<file path="src/hdl/psg_pkg.sv">
// shared constants, types and tables of the sound generator
package psg_pkg;

  localparam int TONE_PRESCALE  = 8;
  localparam int NOISE_PRESCALE = 8;
  localparam int ENV_PRESCALE   = 32;

  localparam int NUM_CH   = 3;
  localparam int NUM_REGS = 14;
  localparam int ENV_LEN  = 34;

  localparam int TONE_CW  = $clog2(4095 * TONE_PRESCALE + 1);
  localparam int NOISE_CW = $clog2(31 * NOISE_PRESCALE + 1);
  localparam int ENV_CW   = $clog2(65535 * ENV_PRESCALE + 1);
  localparam int CNT_W    = (ENV_CW > TONE_CW) ?
                            ((ENV_CW > NOISE_CW) ? ENV_CW : NOISE_CW) :
                            ((TONE_CW > NOISE_CW) ? TONE_CW : NOISE_CW);

  localparam int STEP_W   = $clog2(ENV_LEN);
  localparam int VOL_W    = 13;
  localparam int LVL_W    = 16;
  localparam int SUM_W    = 18;
  localparam int SAMPLE_W = 16;
  localparam int NOISE_W  = 17;

  localparam logic OP_TICK  = 1'b0;
  localparam logic OP_WRITE = 1'b1;

  localparam logic [3:0] REG_NOISE     = 4'd6;
  localparam logic [3:0] REG_MIXER     = 4'd7;
  localparam logic [3:0] REG_AMP_A     = 4'd8;
  localparam logic [3:0] REG_ENV_LO    = 4'd11;
  localparam logic [3:0] REG_ENV_HI    = 4'd12;
  localparam logic [3:0] REG_ENV_SHAPE = 4'd13;

  localparam logic [7:0] ENV_JUMP = 8'h80;

  typedef struct packed {
    logic             fire;
    logic [CNT_W-1:0] cnt;
  } cnt_res_t;

  typedef struct packed {
    logic        tick;
    logic        wr_period;
    logic        wr_shape;
    logic [3:0]  shape;
    logic [15:0] period;
  } env_ctl_t;

  typedef struct packed {
    logic             fire;
    logic [VOL_W-1:0] vol;
  } env_stat_t;

  // down-counter with reload, fires at zero or one
  function automatic cnt_res_t cnt_step(input logic [CNT_W-1:0] c,
                                        input logic [CNT_W-1:0] rl);
    cnt_res_t r;
    if (c > CNT_W'(1)) begin
      r.fire = 1'b0;
      r.cnt  = c - CNT_W'(1);
    end else begin
      r.fire = 1'b1;
      if (c != '0) begin
        r.cnt = rl;
      end else if (rl == '0) begin
        r.cnt = '0;
      end else begin
        r.cnt = rl - CNT_W'(1);
      end
    end
    return r;
  endfunction

  function automatic logic [VOL_W-1:0] vol_lut(input logic [3:0] code);
    logic [VOL_W-1:0] v;
    case (code)
      4'd0:    v = 13'd0;
      4'd1:    v = 13'd40;
      4'd2:    v = 13'd66;
      4'd3:    v = 13'd94;
      4'd4:    v = 13'd145;
      4'd5:    v = 13'd193;
      4'd6:    v = 13'd288;
      4'd7:    v = 13'd393;
      4'd8:    v = 13'd565;
      4'd9:    v = 13'd772;
      4'd10:   v = 13'd1142;
      4'd11:   v = 13'd1558;
      4'd12:   v = 13'd2332;
      4'd13:   v = 13'd3296;
      4'd14:   v = 13'd5305;
      default: v = 13'd8191;
    endcase
    return v;
  endfunction

  function automatic logic [2:0] shape_row(input logic [3:0] shape);
    logic [2:0] r;
    case (shape)
      4'd8:    r = 3'd2;
      4'd9:    r = 3'd0;
      4'd10:   r = 3'd3;
      4'd11:   r = 3'd4;
      4'd12:   r = 3'd5;
      4'd13:   r = 3'd6;
      4'd14:   r = 3'd7;
      4'd15:   r = 3'd1;
      default: r = shape[2] ? 3'd1 : 3'd0;
    endcase
    return r;
  endfunction

  // envelope shape table: a level, or the jump flag plus a target step
  function automatic logic [7:0] env_code(input logic [2:0] row,
                                          input logic [STEP_W-1:0] s);
    logic [7:0] up;
    logic [7:0] dn;
    logic [7:0] c;
    up = {4'h0, s[3:0]};
    dn = {4'h0, 4'hf - s[3:0]};
    c  = 8'd0;
    case (row)
      3'd0: begin
        if (s < STEP_W'(16)) c = dn;
        else if (s == STEP_W'(16)) c = ENV_JUMP | 8'd15;
      end
      3'd1: begin
        if (s < STEP_W'(16)) c = up;
        else if (s == STEP_W'(17)) c = ENV_JUMP | 8'd16;
      end
      3'd2: begin
        if (s < STEP_W'(16)) c = dn;
        else if (s == STEP_W'(16)) c = ENV_JUMP;
      end
      3'd3: begin
        if (s < STEP_W'(16)) c = dn;
        else if (s < STEP_W'(32)) c = up;
        else if (s == STEP_W'(32)) c = ENV_JUMP;
      end
      3'd4: begin
        if (s < STEP_W'(16)) c = dn;
        else if (s == STEP_W'(16)) c = 8'd15;
        else if (s == STEP_W'(17)) c = ENV_JUMP | 8'd16;
      end
      3'd5: begin
        if (s < STEP_W'(16)) c = up;
        else if (s == STEP_W'(16)) c = ENV_JUMP;
      end
      3'd6: begin
        if (s < STEP_W'(16)) c = up;
        else if (s == STEP_W'(16)) c = ENV_JUMP | 8'd15;
      end
      default: begin
        if (s < STEP_W'(16)) c = up;
        else if (s < STEP_W'(32)) c = dn;
        else if (s == STEP_W'(32)) c = ENV_JUMP;
      end
    endcase
    return c;
  endfunction

endpackage

</file>
<file path="src/hdl/psg_if.sv">
// item channels into and out of the sound generator
interface psg_in_if;
  logic       valid;
  logic       ready;
  logic       operation;
  logic [3:0] reg_addr;
  logic [7:0] reg_value;

  modport source (output valid, operation, reg_addr, reg_value, input ready);
  modport sink (input valid, operation, reg_addr, reg_value, output ready);
endinterface


</file>
<file path="src/hdl/psg_env.sv">
// envelope counter and shape walker
module psg_env import psg_pkg::*; (
  input  logic      clk_i,
  input  logic      rst_ni,
  input  env_ctl_t  ctl_i,
  output env_stat_t stat_o
);

  logic [ENV_CW-1:0] count_q, count_d;
  logic [3:0]        shape_q, shape_d;
  logic [STEP_W-1:0] step_q, step_d;
  logic [ENV_CW-1:0] rl;
  cnt_res_t          res;
  logic [STEP_W:0]   inc;
  logic [STEP_W-1:0] s1;
  logic [7:0]        c1;
  logic [STEP_W:0]   s2;
  logic [STEP_W-1:0] s2_eff;
  logic [STEP_W-1:0] s_lvl;
  logic [7:0]        c_lvl;

  always_comb begin
    rl  = ENV_CW'(ctl_i.period) * ENV_CW'(ENV_PRESCALE);
    res = cnt_step(CNT_W'(count_q), CNT_W'(rl));
    inc = {1'b0, step_q} + (STEP_W+1)'(1);
    s1  = (inc >= (STEP_W+1)'(ENV_LEN)) ? '0 : inc[STEP_W-1:0];
    c1  = env_code(shape_row(shape_q), s1);
    s2  = c1[7] ? (STEP_W+1)'(c1[6:0]) : {1'b0, s1};
    s2_eff = (s2 >= (STEP_W+1)'(ENV_LEN)) ? '0 : s2[STEP_W-1:0];

    count_d     = count_q;
    shape_d     = shape_q;
    step_d      = step_q;
    stat_o.fire = 1'b0;
    if (ctl_i.tick) begin
      count_d     = res.cnt[ENV_CW-1:0];
      stat_o.fire = res.fire;
      if (res.fire) begin
        step_d = s2_eff;
      end
    end
    if (ctl_i.wr_period) begin
      count_d = rl;
    end
    if (ctl_i.wr_shape) begin
      shape_d = ctl_i.shape;
      step_d  = '0;
    end

    s_lvl      = (step_d < STEP_W'(ENV_LEN)) ? step_d : '0;
    c_lvl      = env_code(shape_row(shape_d), s_lvl);
    stat_o.vol = vol_lut(c_lvl[3:0]);
  end

  always_ff @(posedge clk_i or negedge rst_ni) begin
    if (!rst_ni) begin
      count_q <= '0;
      shape_q <= '0;
      step_q  <= '0;
    end else begin
      count_q <= count_d;
      shape_q <= shape_d;
      step_q  <= step_d;
    end
  end

  a_step_range: assert property (@(posedge clk_i) disable iff (!rst_ni)
    step_q < STEP_W'(ENV_LEN))
    else $error("envelope step outside shape table");

endmodule

</file>
<file path="src/hdl/psg_core.sv">
// input stage, sound registers, tone and noise generators and channel mixer
module psg_core import psg_pkg::*; (
  input  logic                       clk_i,
  input  logic                       rst_ni,
  psg_in_if.sink                     in_i,
  input  logic                       full_i,
  output logic                       push_o,
  output logic signed [SAMPLE_W-1:0] sample_o
);

  logic                       vld_q;
  logic                       op_q;
  logic [3:0]                 addr_q;
  logic [7:0]                 val_q;
  logic                       proc, tick, wr;

  logic [7:0]                 regs_q [NUM_REGS];
  logic [7:0]                 regs_d [NUM_REGS];
  logic [TONE_CW-1:0]         tone_q [NUM_CH];
  logic [TONE_CW-1:0]         tone_d [NUM_CH];
  logic [TONE_CW-1:0]         tone_rl [NUM_CH];
  logic [NUM_CH-1:0]          sign_q, sign_d;
  logic [NUM_CH-1:0]          ten_q, ten_d;
  logic [NUM_CH-1:0]          nen_q, nen_d;
  logic [VOL_W-1:0]           vol_q [NUM_CH];
  logic [VOL_W-1:0]           vol_d [NUM_CH];
  logic signed [LVL_W-1:0]    lvl_q [NUM_CH];
  logic signed [LVL_W-1:0]    lvl_d [NUM_CH];
  logic [NUM_CH-1:0]          recalc;
  logic [NOISE_CW-1:0]        ncnt_q, ncnt_d, noise_rl;
  logic [NOISE_W-1:0]         nsh_q, nsh_d;
  logic                       high_q, high_d;
  logic                       nfire, fb;
  cnt_res_t                   nres;
  cnt_res_t                   tres [NUM_CH];
  logic signed [SUM_W-1:0]    sum;
  logic signed [SAMPLE_W-1:0] mix_q, mix_d;
  env_ctl_t                   env_ctl;
  env_stat_t                  env_stat;

  function automatic logic signed [LVL_W-1:0] remix(input logic [VOL_W-1:0] v,
                                                     input logic ten,
                                                     input logic neg,
                                                     input logic nen,
                                                     input logic high);
    logic signed [LVL_W-1:0] sv;
    logic signed [LVL_W-1:0] t;
    logic signed [LVL_W-1:0] n;
    sv = signed'(LVL_W'(v));
    t  = ten ? (neg ? -sv : sv) : '0;
    n  = (nen && high && v != '0) ? sv - LVL_W'(1) : '0;
    return t + n;
  endfunction

  assign proc       = vld_q && !full_i;
  assign in_i.ready = !vld_q || proc;
  assign tick       = proc && (op_q == OP_TICK);
  assign wr         = proc && (op_q == OP_WRITE) && (addr_q <= REG_ENV_SHAPE);

  always_ff @(posedge clk_i or negedge rst_ni) begin
    if (!rst_ni) begin
      vld_q <= 1'b0;
    end else if (in_i.valid && in_i.ready) begin
      vld_q <= 1'b1;
    end else if (proc) begin
      vld_q <= 1'b0;
    end
  end

  always_ff @(posedge clk_i) begin
    if (in_i.valid && in_i.ready) begin
      op_q   <= in_i.operation;
      addr_q <= in_i.reg_addr;
      val_q  <= in_i.reg_value;
    end
  end

  always_comb begin
    regs_d = regs_q;
    if (wr) begin
      regs_d[addr_q] = val_q;
    end
    env_ctl.tick      = tick;
    env_ctl.wr_period = wr && (addr_q == REG_ENV_LO || addr_q == REG_ENV_HI);
    env_ctl.wr_shape  = wr && (addr_q == REG_ENV_SHAPE);
    env_ctl.shape     = val_q[3:0];
    env_ctl.period    = {regs_d[REG_ENV_HI], regs_d[REG_ENV_LO]};
  end

  psg_env u_env (
    .clk_i  (clk_i),
    .rst_ni (rst_ni),
    .ctl_i  (env_ctl),
    .stat_o (env_stat)
  );

  // noise generator
  always_comb begin
    noise_rl = NOISE_CW'(regs_d[REG_NOISE][4:0]) * NOISE_CW'(NOISE_PRESCALE);
    nres     = cnt_step(CNT_W'(ncnt_q), CNT_W'(noise_rl));
    nfire    = tick && nres.fire;
    fb       = nsh_q[0] ^ nsh_q[2];
    ncnt_d   = ncnt_q;
    nsh_d    = nsh_q;
    high_d   = high_q;
    if (tick) begin
      ncnt_d = nres.cnt[NOISE_CW-1:0];
    end
    if (nfire) begin
      nsh_d = {fb, nsh_q[NOISE_W-1:1]};
      if (!fb) begin
        high_d = !high_q;
      end
    end
    if (wr && addr_q == REG_NOISE) begin
      ncnt_d = noise_rl;
    end
  end

  // tone generators and channel levels
  always_comb begin
    sign_d = sign_q;
    ten_d  = ten_q;
    nen_d  = nen_q;
    recalc = '0;
    for (int i = 0; i < NUM_CH; i++) begin
      tone_rl[i] = TONE_CW'({regs_d[4'(2*i+1)][3:0], regs_d[4'(2*i)]}) *
                   TONE_CW'(TONE_PRESCALE);
      tres[i]    = cnt_step(CNT_W'(tone_q[i]), CNT_W'(tone_rl[i]));
      tone_d[i]  = tone_q[i];
      vol_d[i]   = vol_q[i];
      if (tick) begin
        tone_d[i] = tres[i].cnt[TONE_CW-1:0];
        if (tres[i].fire) begin
          sign_d[i] = !sign_q[i];
          recalc[i] = 1'b1;
        end
        if (nfire && nen_q[i]) begin
          recalc[i] = 1'b1;
        end
        if (env_stat.fire && regs_q[REG_AMP_A + 4'(i)][4]) begin
          vol_d[i]  = env_stat.vol;
          recalc[i] = 1'b1;
        end
      end
      if (wr) begin
        if (addr_q[3:1] == 3'(i)) begin
          tone_d[i] = tone_rl[i];
        end
        if (addr_q == REG_MIXER) begin
          ten_d[i]  = !val_q[i];
          nen_d[i]  = !val_q[i+3];
          recalc[i] = 1'b1;
        end
        if (addr_q == REG_AMP_A + 4'(i)) begin
          vol_d[i]  = val_q[4] ? env_stat.vol : vol_lut(val_q[3:0]);
          recalc[i] = 1'b1;
        end
        if ((env_ctl.wr_period || env_ctl.wr_shape) && regs_d[REG_AMP_A + 4'(i)][4]) begin
          vol_d[i]  = env_stat.vol;
          recalc[i] = 1'b1;
        end
      end
      lvl_d[i] = recalc[i] ? remix(vol_d[i], ten_d[i], sign_d[i], nen_d[i], high_d)
                           : lvl_q[i];
    end
  end

  // three-channel sum with saturation
  always_comb begin
    sum = SUM_W'(lvl_d[0]) + SUM_W'(lvl_d[1]) + SUM_W'(lvl_d[2]);
    if (sum > SUM_W'(32767)) begin
      mix_d = 16'sh7fff;
    end else if (sum < -SUM_W'(32768)) begin
      mix_d = 16'sh8000;
    end else begin
      mix_d = sum[SAMPLE_W-1:0];
    end
    if (!tick) begin
      mix_d = mix_q;
    end
  end

  assign push_o   = proc;
  assign sample_o = mix_d;

  always_ff @(posedge clk_i or negedge rst_ni) begin
    if (!rst_ni) begin
      for (int r = 0; r < NUM_REGS; r++) begin
        regs_q[r] <= '0;
      end
      for (int i = 0; i < NUM_CH; i++) begin
        tone_q[i] <= '0;
        vol_q[i]  <= '0;
        lvl_q[i]  <= '0;
      end
      sign_q <= '0;
      ten_q  <= '0;
      nen_q  <= '0;
      ncnt_q <= '0;
      nsh_q  <= NOISE_W'(1);
      high_q <= 1'b1;
      mix_q  <= '0;
    end else begin
      regs_q <= regs_d;
      tone_q <= tone_d;
      vol_q  <= vol_d;
      lvl_q  <= lvl_d;
      sign_q <= sign_d;
      ten_q  <= ten_d;
      nen_q  <= nen_d;
      ncnt_q <= ncnt_d;
      nsh_q  <= nsh_d;
      high_q <= high_d;
      mix_q  <= mix_d;
    end
  end

  for (genvar g = 0; g < NUM_CH; g++) begin : g_tone_chk
    a_tone_bound: assert property (@(posedge clk_i) disable iff (!rst_ni)
      tone_q[g] <= TONE_CW'(4095 * TONE_PRESCALE))
      else $error("tone counter above largest reload");
  end

  a_write_hold: assert property (@(posedge clk_i) disable iff (!rst_ni)
    proc && op_q == OP_WRITE |=> $stable(mix_q))
    else $error("register write changed the mixed output");

endmodule

</file>
<file path="src/flat_wrapper.sv">
// flat-port wrapper written by rule: the top's interface ports become plain ports
module psg_core_flat import psg_pkg::*;
  (clk_i, rst_ni, full_i, push_o, sample_o, in_i_valid, in_i_operation, in_i_reg_addr, in_i_reg_value, in_i_ready);
  psg_in_if in_i_i ();
  input  logic clk_i;
  input  logic rst_ni;
  input  logic full_i;
  output logic push_o;
  output logic signed [SAMPLE_W-1:0] sample_o;
  input wire logic [$bits(in_i_i.valid)-1:0] in_i_valid;
  input wire logic [$bits(in_i_i.operation)-1:0] in_i_operation;
  input wire logic [$bits(in_i_i.reg_addr)-1:0] in_i_reg_addr;
  input wire logic [$bits(in_i_i.reg_value)-1:0] in_i_reg_value;
  output wire logic [$bits(in_i_i.ready)-1:0] in_i_ready;
  assign in_i_i.valid = in_i_valid;
  assign in_i_i.operation = in_i_operation;
  assign in_i_i.reg_addr = in_i_reg_addr;
  assign in_i_i.reg_value = in_i_reg_value;
  assign in_i_ready = in_i_i.ready;
  psg_core u_core (.clk_i(clk_i), .rst_ni(rst_ni), .in_i(in_i_i), .full_i(full_i), .push_o(push_o), .sample_o(sample_o));
endmodule
</file>
<file path="config.mk">
export PLATFORM = sky130hd
export DESIGN_NAME = psg_core_flat
export DESIGN_NICKNAME = d
export VERILOG_FILES = /design/src/hdl/psg_pkg.sv /design/src/hdl/psg_if.sv /design/src/hdl/psg_env.sv /design/src/hdl/psg_core.sv /design/src/flat_wrapper.sv
export SDC_FILE = /design/constraint.sdc
export NUM_CORES = 1
export LEC_CHECK = 0
export BUFFER_PORTS_ARGS = -buffer_cell sky130_fd_sc_hd__buf_2
export CELL_PAD_IN_SITES_DETAIL_PLACEMENT = 0
export CELL_PAD_IN_SITES_GLOBAL_PLACEMENT = 1
export CORE_MARGIN = 8
export CORE_UTILIZATION = 53
export DETAILED_ROUTE_END_ITERATION = 12
export GPL_TIMING_DRIVEN = 0
export PLACE_DENSITY_LB_ADDON = 0.1
export SLEW_MARGIN = 20
export SYNTH_ARGS = -nofsm -noshare
export SYNTH_HDL_FRONTEND = slang
export SYNTH_SLANG_ARGS = --single-unit
</file>
<file path="constraint.sdc">
create_clock -name clk_i -period 52 [get_ports clk_i]
set_input_delay 10.4 -clock clk_i [delete_from_list [all_inputs] [get_ports clk_i]]
set_output_delay 10.4 -clock clk_i [all_outputs]
set_load 0.02 [all_outputs]
</file>
After elaboration in Yosys (flattened, before gate mapping). Memories as Yosys holds them, arrays and structs flattened. A register that Yosys moved wholly into a read port is not among the register bits. Index checks and enable logic that the tools add are counted.

Register bits: 340. Bits in read-only memories: 832. Input port bits: 17. Output and inout bits: 18. Memories kept: 4.

Memory list: (no name shown) (depth 16, bits a word 13, rd ports 1, clocked after Yosys merged registers in 1, write ports 0, RTL line psg_pkg.sv:78) `case (code)`; (no name shown) (depth 16, bits a word 13, rd ports 1, clocked after Yosys merged registers in 1, write ports 0, RTL line psg_pkg.sv:78); (no name shown) (depth 16, bits a word 13, rd ports 1, clocked after Yosys merged registers in 1, write ports 0, RTL line psg_pkg.sv:78); (no name shown) (depth 16, bits a word 13, rd ports 1, clocked after Yosys merged registers in 0, write ports 0, RTL line psg_pkg.sv:78).

Add/sub/neg operators: 24. Magnitude comparators: 17. Eq/ne operators: 42. Multiplexer cells: 156. Bitwise logic cells: 3. Reduce and logical (&&, ||, !) cells: 59.

Operators with widths (number): 2-to-1 mux 21 bit (12); 2-to-1 mux 16 bit (15); 2-to-1 mux 13 bit (18); 2-to-1 mux 8 bit (18); 2-to-1 mux 15 bit (9); bitwise mux 112 bit (1); 2-to-1 mux 112 bit (1); 2-to-1 mux 22 bit (5); subtractor 15 x 1 -> 16 bit (second input constant) (6); equality test 4 bit (second input constant) (22); 2-to-1 mux 4 bit (16); case mux 8 bit (7 select lines) (1); 2-to-1 mux 1 bit (49); adder 16 bit (3); negation 13 -> 16 bit (3); case mux 3 bit (8 select lines) (2); greater-than comparator 15 x 1 -> 1 bit (second input constant) (3); logical NOT 15 bit (3); nonzero test 15 bit (3); subtractor 13 x 1 -> 14 bit (second input constant) (3); subtractor 21 x 1 -> 21 bit (second input constant) (2); nonzero test 13 bit (3); 2-to-1 mux 6 bit (6); demux 8 bit (select 4 bit) (1); other kinds (35) (96).

Longest topological paths before layout. Gate-level depths: netlist (run 1). An unclocked memory read counts as a cell.

Word-level depth: 37. Depth in mapped cells: 57. Depth with buffers taken out: 55.

Modules after synthesis. A second synthesis (run 1) with hierarchy kept.

Cell total of the unflattened synthesis: 2789. Area total of the unflattened synthesis: 23501.3 µm².

By module, submodules not included: psg_core (times used 1, cells an instance 2257, area each 19565.0 µm², seq. area each 6759.0 µm²); psg_env (times used 1, cells an instance 532, area each 3936.3 µm², seq. area each 775.7 µm²).

Worst setup path after synthesis (run 1). No wires, ideal clock.

Path kind: input-to-output. Start point: in full_i. End point: out sample_o[10]. Data arrival time: 20603 ps. Data required time: 41600 ps. Path slack: 20997 ps. Stages: 51. Path buffers: 3. Path through: or3b_1 -> clkbuf_1 -> nor4_1 -> nand2_1 -> nor4_1 -> or2_2 -> inv_1 -> o31a_1 -> or3_1 -> a21boi_2 -> inv_1 -> ha_1 -> mux2_2 -> a21oi_1 -> ha_1 -> nand2_1 -> nor4_1 -> and4_1 -> [... 15 more ...] -> a21oi_1 -> o21bai_1 -> a21oi_1 -> xnor2_1 -> mux2i_1 -> fa_1 -> inv_1 -> ha_1 -> and3_1 -> a21oi_1 -> o21ai_0 -> o21ai_0 -> nand2b_1 -> xnor2_1 -> clkbuf_1 -> o21ai_0 -> a21oi_1 -> o21ai_0.

Word-level cells in the longest chain between the ends: 29.

Ends and longest elaborated chain: from (decl) (RTL line flat_wrapper.sv:7) `input logic full_i;`; logical NOT 1 bit * (RTL line psg_core.sv:55) `assign proc = vld_q && !full_i;`; logical AND 1 bit * (RTL line psg_core.sv:55); logical AND 1 bit (2 in series) (RTL line psg_core.sv:58) `assign wr = proc && (op_q == OP_WRITE) && (addr_q <= REG_ENV_SHAPE);`; logical AND 1 bit (RTL line psg_core.sv:85) `env_ctl.wr_shape = wr && (addr_q == REG_ENV_SHAPE);`; 2-to-1 mux 6 bit (RTL line psg_env.sv:45) `if (ctl_i.wr_shape) begin`; < comparator 6 bit (RTL line psg_env.sv:50) `s_lvl = (step_d < STEP_W'(ENV_LEN)) ? step_d : '0;`; 2-to-1 mux 6 bit (RTL line psg_env.sv:50); < comparator 6 bit (tied with other cells) (RTL line psg_pkg.sv:139, psg_pkg.sv:157); [... 12 more ...]; adder 16 bit (RTL line psg_core.sv:52) `return t + n;`; 2-to-1 mux 16 bit (RTL line psg_core.sv:164) `lvl_d[i] = recalc[i] ? remix(vol_d[i], ten_d[i], sign_d[i], nen_d[i], high_d)`; adder 16 x 16 -> 17 bit (RTL line psg_core.sv:171) `sum = SUM_W'(lvl_d[0]) + SUM_W'(lvl_d[1]) + SUM_W'(lvl_d[2]);`; adder 17 x 16 -> 18 bit (RTL line psg_core.sv:171); < comparator 18 x 16 -> 1 bit (RTL line psg_core.sv:174) `end else if (sum < -SUM_W'(32768)) begin`; 2-to-1 mux 16 bit (RTL line psg_core.sv:174); 2-to-1 mux 16 bit (RTL line psg_core.sv:172) `if (sum > SUM_W'(32767)) begin`; 2-to-1 mux 16 bit * (RTL line psg_core.sv:179) `if (!tick) begin`; to (decl) (RTL line flat_wrapper.sv:9) `output logic signed [SAMPLE_W-1:0] sample_o;`.

Mark *: on every way between the ends. The rest lies on a longest branch, timed or not.

Worst setup path in the final report (run 1).
Start point: in full_i. End point: out sample_o[3].

Word-level cells in the longest chain between the ends: 29.

Ends and longest elaborated chain: logical NOT 1 bit * (RTL line psg_core.sv:55); logical AND 1 bit * (RTL line psg_core.sv:55); logical AND 1 bit (2 in series) (RTL line psg_core.sv:58); logical AND 1 bit (RTL line psg_core.sv:85); 2-to-1 mux 6 bit * (RTL line psg_env.sv:45); via u_core.u_env.step_d[4] (RTL line psg_env.sv:11) `logic [STEP_W-1:0] step_q, step_d;`; < comparator 6 bit (RTL line psg_env.sv:50); 2-to-1 mux 6 bit * (RTL line psg_env.sv:50); [... 13 more ...]; adder 16 bit (RTL line psg_core.sv:52); 2-to-1 mux 16 bit (RTL line psg_core.sv:164); adder 16 x 16 -> 17 bit (RTL line psg_core.sv:171); adder 17 x 16 -> 18 bit * (RTL line psg_core.sv:171); < comparator 18 x 16 -> 1 bit (RTL line psg_core.sv:174); 2-to-1 mux 16 bit (RTL line psg_core.sv:174); 2-to-1 mux 16 bit * (RTL line psg_core.sv:172); 2-to-1 mux 16 bit * (RTL line psg_core.sv:179).

Mark *: on every way through the listed nets, which the timed path passes. The rest lies on a longest branch.

==> run_results.csv, run 1 <==
group,metric,value,unit
floorplan,die_w,221,um
synthesis,synthCells,2648,
grt,grt_max_degree,99,
setup_path,crit_path_end_kind,"primary output",
run_status,status,"complete, no violations",
cts,postCtsSetupRepairBufs,0,
setup_path,arrival,23420,ps
sta,clock_skew,28.5,ps
placement,port_buffers,34,
cts,numCtsBuffers,37,
min_path,min-delay-start,"u_core.mix_q[15]",
synthesis,synth.net_count,2778,
setup_path,rr_worst_depth,54,
grt,grt_pass1_vias,20000,
setup_path,crit_family,"compound AO/OA/AOI/OAI gates",
power,power,985,uW
setup_path,critPathLaunchType,"input pin",
floorplan,rows,75,
min_path,hold_depth,2,
drt,drt.antenna.violating_nets,0,
cts,cts-root-buf,"clkbuf_16",
cells_and_area,layout.nets,2855,
min_path,min_path_type,"reg2reg",
cts,cts_tree,"built",
drt,totalWireLength,71200,um
sta,rsz0062_at_grt,"false",
synthesis,yosysWarnings,0,
power,max-vdd-ir-drop,0.0365,mV
synthesis,synth_enable_flop_cells,13,
setup_path,crit_buf_inv,6,
setup_path,worst_path_most_repeated_cell,"a21oi_1",
grt,antenna_found_initial,0,
setup_path,regToRegSetupSlack,38640,ps
job,maxCapViolCount,0,
sta,slew_headroom,26.2,%
power,leakagePower,11.1,nW
setup_path,crit_path_max_incr_delay,750,ps
cts,cts.path.max_buffers,3,
cells_and_area,drive_gt1_share,8.32,%
sta,whs,483,ps
cts,clk_latency,570,ps
drt,vias_per_cell,6.19,
synthesis,ys_ff_latch,301,
power,p_per_area,40.4,nW/um^2
placement,hpwlAfterDp,53600,um
setup_path,critPathRequiredTime,41600,ps
cts,cts_resized,0,
sta,hold_violations,0,
grt,grt_overflow,0,
floorplan,core-area,41700,sq um
cts,htree_levels,2,
grt,grt.total_usage,29.5,%
sta,slew_violations,0,
synthesis,ys.flop_type,"dfrtp_1",
sta,fin_crit_sh,65.0,%
synthesis,synth_area,22200,sq um
setup_path,crit_path_max_fanout,10,
setup_path,r2r-end,"u_core.mix_q[3]",
floorplan,initial_utilization,53.2,%
cts,cts_hold_buf,0,
cts,cts.sinks,301,
drt,vias,20400,
cts,clk_pin_slew,50,ps
synthesis,seq_area_frac_synth,34.0,%
drt,routedWlPerCell,21.6,um
sta,period_minus_slack,33820,ps
setup_path,slowest_stage,"nor3b_1",
floorplan,io_pins,35,
floorplan,fp.dieH,221,um
setup_path,path_class,"in2out",
sta,fmax,29.6,MHz
setup_path,rr_startpoint,"u_core.u_env.step_q[1]",
synthesis,syn_area_per_cell,8.37,sq um
synthesis,synth_cell_types,100,
drt,drtIter0Drc,1834,
cells_and_area,antenna_cells,0,
drt,post-route-drc-count,0,
placement,routabilityCongestion,0.969,
synthesis,synthArstFlopShare,91.4,%
grt,grt_pass1_wl,113000,um
floorplan,dieArea,48600,sq um
sta,finalSetupViolations,0,
sta,tns,0,ps
cells_and_area,area_delta_synth_final,9.86,%
min_path,min_to,"u_core.mix_q[15]",
sta,worst_pin_slew,1110,ps
drt,drt_pass1_iterations,6,
cell type report:
cell class | instances | area [sq um]
Buffer | 113 | 464
Clock buffer | 48 | 1030
Clock inverter | 19 | 211
Fill cell | 3791 | 17300
Inverter | 203 | 762
Multi-Input combinational cell | 2031 | 13400
Sequential cell | 301 | 7530
Tap cell | 539 | 674
Timing Repair Buffer | 38 | 248
synthesized netlist by cell type (all sizes together) (13+ instances only):
library cell	count	area [sq um]
nand3	71	360
o221ai	18	158
and3	22	138
and2	23	144
or2	15	93.8
fa	20	400
a22oi	18	135
a21oi	182	911
xnor2	137	1200
o31ai	16	139
clkbuf	87	327
nand4	18	113
or3	35	219
dfrtp	273	6830
nand2	234	878
a31oi	19	134
mux2i	89	895
o21a	30	225
nor2	276	1040
nor2b	19	119
ha	93	1160
dfxtp	13	260
buf	26	135
mux2	53	597
edfxtp	13	390
nor3	75	395
a211oi	22	180
o21bai	22	165
nor4	24	195
a21o	20	150
o21ai	218	1090
inv	202	758
o22ai	24	150
nand2b	28	175
o211ai	30	225
xor2	32	280
a221oi	20	181
worst max-delay path by stage:
stage	to	slack, ps	cells past startpoint	from
floorplan	sample_o[10]	21000	51	full_i
global placement	sample_o[3]	18610	53	full_i
detailed placement	sample_o[3]	18420	53	full_i
CTS	sample_o[3]	18360	53	full_i
global route	sample_o[7]	17270	54	full_i
finish	sample_o[3]	18180	54	full_i
cell usage in the layout, fill, tap and decap left out, types with 20 or more instances in the layout:
cell and n:
a21o_1 20, a21oi_1 182, and2_1 22, and3_1 22, buf_2 52, clkbuf_1 90, clkbuf_16 37, dfrtp_1 273
fa_1 20, ha_1 93, inv_1 200, mux2_2 53, mux2i_1 88, nand2_1 234, nand2b_1 28, nand3_1 70
nor2_1 276, nor3_1 70, o211ai_1 30, o21a_1 30, o21ai_0 207, o21bai_1 22, o22ai_1 24, or3_1 35
xnor2_1 137, xor2_1 32
cells by family (layout without fill, tap and decap cells):
| logic type | Yosys count | in the layout | synth area share [%] |
|---|---|---|---|
| flip-flops | 301 | 301 | 34.0 |
| other | 1 | 1 | 0.0169 |
| AO/OA/AOI/OAI | 725 | 725 | 20.9 |
| XOR/XNOR | 169 | 169 | 6.67 |
| multiplexers | 143 | 143 | 6.83 |
| buffers and inverters | 316 | 421 | 5.52 |
| AND/OR/NAND/NOR | 880 | 880 | 19.0 |
| adder cells (fa/ha/maj) | 113 | 113 | 7.05 |
per-layer routing:
layer	share of wire, %	track usage (%)	up-vias	wire, um
li1	-	-	9557	-
met1	44	39.2	9899	31200
met2	45	47.7	740	32200
met3	6.7	4.62	176	4770
met4	4.1	11.7	0	2930
met5	0	0	-	0
worst min-delay path, delay by kind of cell, from the launching register on:
family,cells,cell delay (ps)
simple gates,2,130
flops,1,320
report_power, final:
part	internal (mW)	switching, mW	leakage, nW
registers	0.290	0.0409	3.79
logic	0.143	0.245	6.68
clock network	0.156	0.110	0.607
total	0.589	0.396	11.1
registers in the layout, summed over array words and instances (netlist names), 3 cells and up, named ones only:
| register | flops |
|---|---|
| u_core.nsh_q | 17 |
| u_core.lvl_q | 48 |
| u_core.mix_q | 16 |
| u_core.tone_q | 45 |
| u_core.u_env.count_q | 21 |
| u_core.val_q | 8 |
| u_core.nen_q | 3 |
| u_core.addr_q | 4 |
| u_core.u_env.step_q | 6 |
| u_core.u_env.shape_q | 4 |
| u_core.ncnt_q | 8 |
| u_core.vol_q | 39 |
| u_core.ten_q | 3 |
| u_core.regs_q | 60 |
| u_core.sign_q | 3 |
through the flow:
step	util, %	setup WS, ps	cell area, sq um	instances
2_1_floorplan	-	21000	22200	2648
3_3_place_gp	55.2	18610	23000	3221
3_5_place_dp	55.5	18420	23100	3225
4_1_cts	58.5	18360	24400	3292
5_1_grt	58.5	17270	24400	3292
6_report	58.5	18180	24400	3292
No activity file was read; power rests on OpenSTA's default activity.
==> inputs of run 2 (changes only) <==
CORE_UTILIZATION = 50   (was 53)
clock period = 34.5 ns   (was 52 ns; I/O delays follow)
==> run_results.csv, run 2 (synthesis results as in run 1) <==
group,metric,value,unit
run_status,status,"complete, no violations",
drt,post-route-drc-count,0,
drt,routedWlPerCell,21.3,um
drt,totalWireLength,71400,um
cts,cts.sinks,301,
grt,grt.total_usage,27.9,%
drt,vias_per_cell,6.04,
cells_and_area,seq_area,7530,sq um
setup_path,arrival,19980,ps
cells_and_area,largest_register,"u_core.regs_q",
sta,clock_skew,42.0,ps
setup_path,critPathLaunchType,"input pin",
setup_path,crit_path_max_incr_delay,880,ps
setup_path,worst_path_most_repeated_cell,"a21oi_1",
cts,htree_levels,2,
cts,postCtsSetupRepairBufs,0,
cells_and_area,reg_top3,"u_core.regs_q x60, u_core.lvl_q x48, u_core.tone_q x45",
cts,cts_hold_buf,0,
sta,fin_crit_sh,77.9,%
floorplan,die_w,227,um
power,power,1.49,mW
cts,numCtsBuffers,37,
cells_and_area,layoutNonFillerInstCount,3343,
cells_and_area,drive_gt1_share,8.14,%
cells_and_area,final_common_cell,"nor2_1",
placement,hpwlAfterDp,54100,um
job,maxCapViolCount,0,
cells_and_area,area_delta_synth_final,10.4,%
sta,tns,0,ps
cells_and_area,multiInputGateArea,13400,sq um
cts,cts_tree,"built",
placement,preCtsSetupSlack,7500,ps
cells_and_area,antenna_cells,0,
setup_path,crit_path_end_kind,"primary output",
cts,clk_latency,580,ps
grt,grt_overflow,0,
setup_path,critPathRequiredTime,27600,ps
floorplan,initial_utilization,50.4,%
sta,worst_pin_slew,1050,ps
drt,vias,20200,
cts,cts_resized,0,
sta,slew_headroom,30.1,%
placement,port_buffers,34,
cells_and_area,fillers,4181,
sta,hold_violations,0,
power,p_per_area,60.8,nW/um^2
grt,antenna_found_initial,1,
floorplan,core-area,44000,sq um
cts,clk_pin_slew,50,ps
sta,layout_setup_ws,7620,ps
setup_path,path_class,"in2out",
power,leakagePower,11.1,nW
sta,fmax,37.2,MHz
cts,cts.path.max_buffers,3,
drt,drt.antenna.violating_nets,0,
setup_path,crit_path_max_fanout,10,
floorplan,io_pins,35,
cells_and_area,layout.nets,2856,
drt,drtIter0Drc,1957,
cells_and_area,final_area,24500,sq um
grt,grt_pass1_vias,19700,
sta,period_minus_slack,26880,ps
sta,finalSetupViolations,0,
cells_and_area,largest_register_ffs,60,
cells_and_area,layout_common_cells,"nor2_1, dfrtp_1, nand2_1",
grt,grt_max_degree,98,
setup_path,slowest_stage,"a222oi_1",
placement,dpl_cell_area,23200,sq um
drt,drt_pass1_iterations,6,
placement,routabilityCongestion,0.992,
grt,grt_pass1_wl,113000,um
cts,cts-root-buf,"clkbuf_16",
floorplan,rows,77,
placement,dp.cells,3279,
floorplan,dieArea,51300,sq um
power,max-vdd-ir-drop,0.0609,mV
sta,slew_violations,0,
floorplan,fp.dieH,227,um
min_path,min_path_type,"reg2reg",
sta,rsz0062_at_grt,"false",
## run 2: cell types whose count changed in the layout (fill, tap and decap cells not counted), moves of 2 or more
cell | before | now
clkbuf_16 | 37 | 40
clkinv_4 | 2 | 0
inv_6 | 3 | 1
clkbuf_1 | 90 | 93
clkinv_2 | 7 | 4
## run 2: worst max-delay path, delay by kind of cell
| family | cells | cell delay, ps |
|---|---|---|
| AOI/OAI and AO/OA | 23 | 4840 |
| xor gates and xnor gates | 2 | 590 |
| adders and majority gates | 5 | 1920 |
| buffers and inverters | 6 | 1280 |
| muxes | 2 | 540 |
| and+or+nand+nor | 16 | 3840 |
## run 2: path summary, 6_finish.rpt
kind	from	to	slack (ps)	cells past startpoint
worst max-delay path	full_i	sample_o[4]	7620	54
worst min-delay path	u_core.mix_q[15]	u_core.mix_q[15]	470	2
worst max register to register	u_core.u_env.count_q[20]	u_core.mix_q[4]	21090	52
worst min register to register	u_core.mix_q[15]	u_core.mix_q[15]	470	2
max in group asynchronous	rst_ni	u_core.lvl_q[34]	27020	3
min in group asynchronous	rst_ni	u_core.u_env.count_q[2]	6180	1
## run 2: metrics by stage
stage | utilization [%] | hold slack [ps]
floorplan | - | 445
global placement | 52.4 | 452
detailed placement | 52.7 | 464
CTS | 55.6 | 477
global route | 55.6 | 501
finish | 55.6 | 472
## run 2: final cells by class
type	instances	area share, %
Multi-Input combinational cell	2031	54.9
Sequential cell	301	30.8
Clock buffer	52	4.48
Inverter	203	3.11
Tap cell	592	3.03
Buffer	113	1.89
Timing Repair Buffer	39	1.12
Clock inverter	12	0.700
## run 2: metal layers
metal  track usage, %  up-vias  share of wire (%)  routed length, um
met5                0        -                  0                  0
met4             11.9        0                4.1               2940
met3             4.04      162                6.4               4580
met2             44.1      763                 45              32000
met1             38.1     9701                 45              31800
li1                 -     9550                  -                  -
## run 2: power breakdown
group,total (mW),switching (mW),internal [mW]
logic,0.585,0.369,0.216
registers,0.498,0.0617,0.436
clock network,0.406,0.161,0.245
total,1.49,0.592,0.897
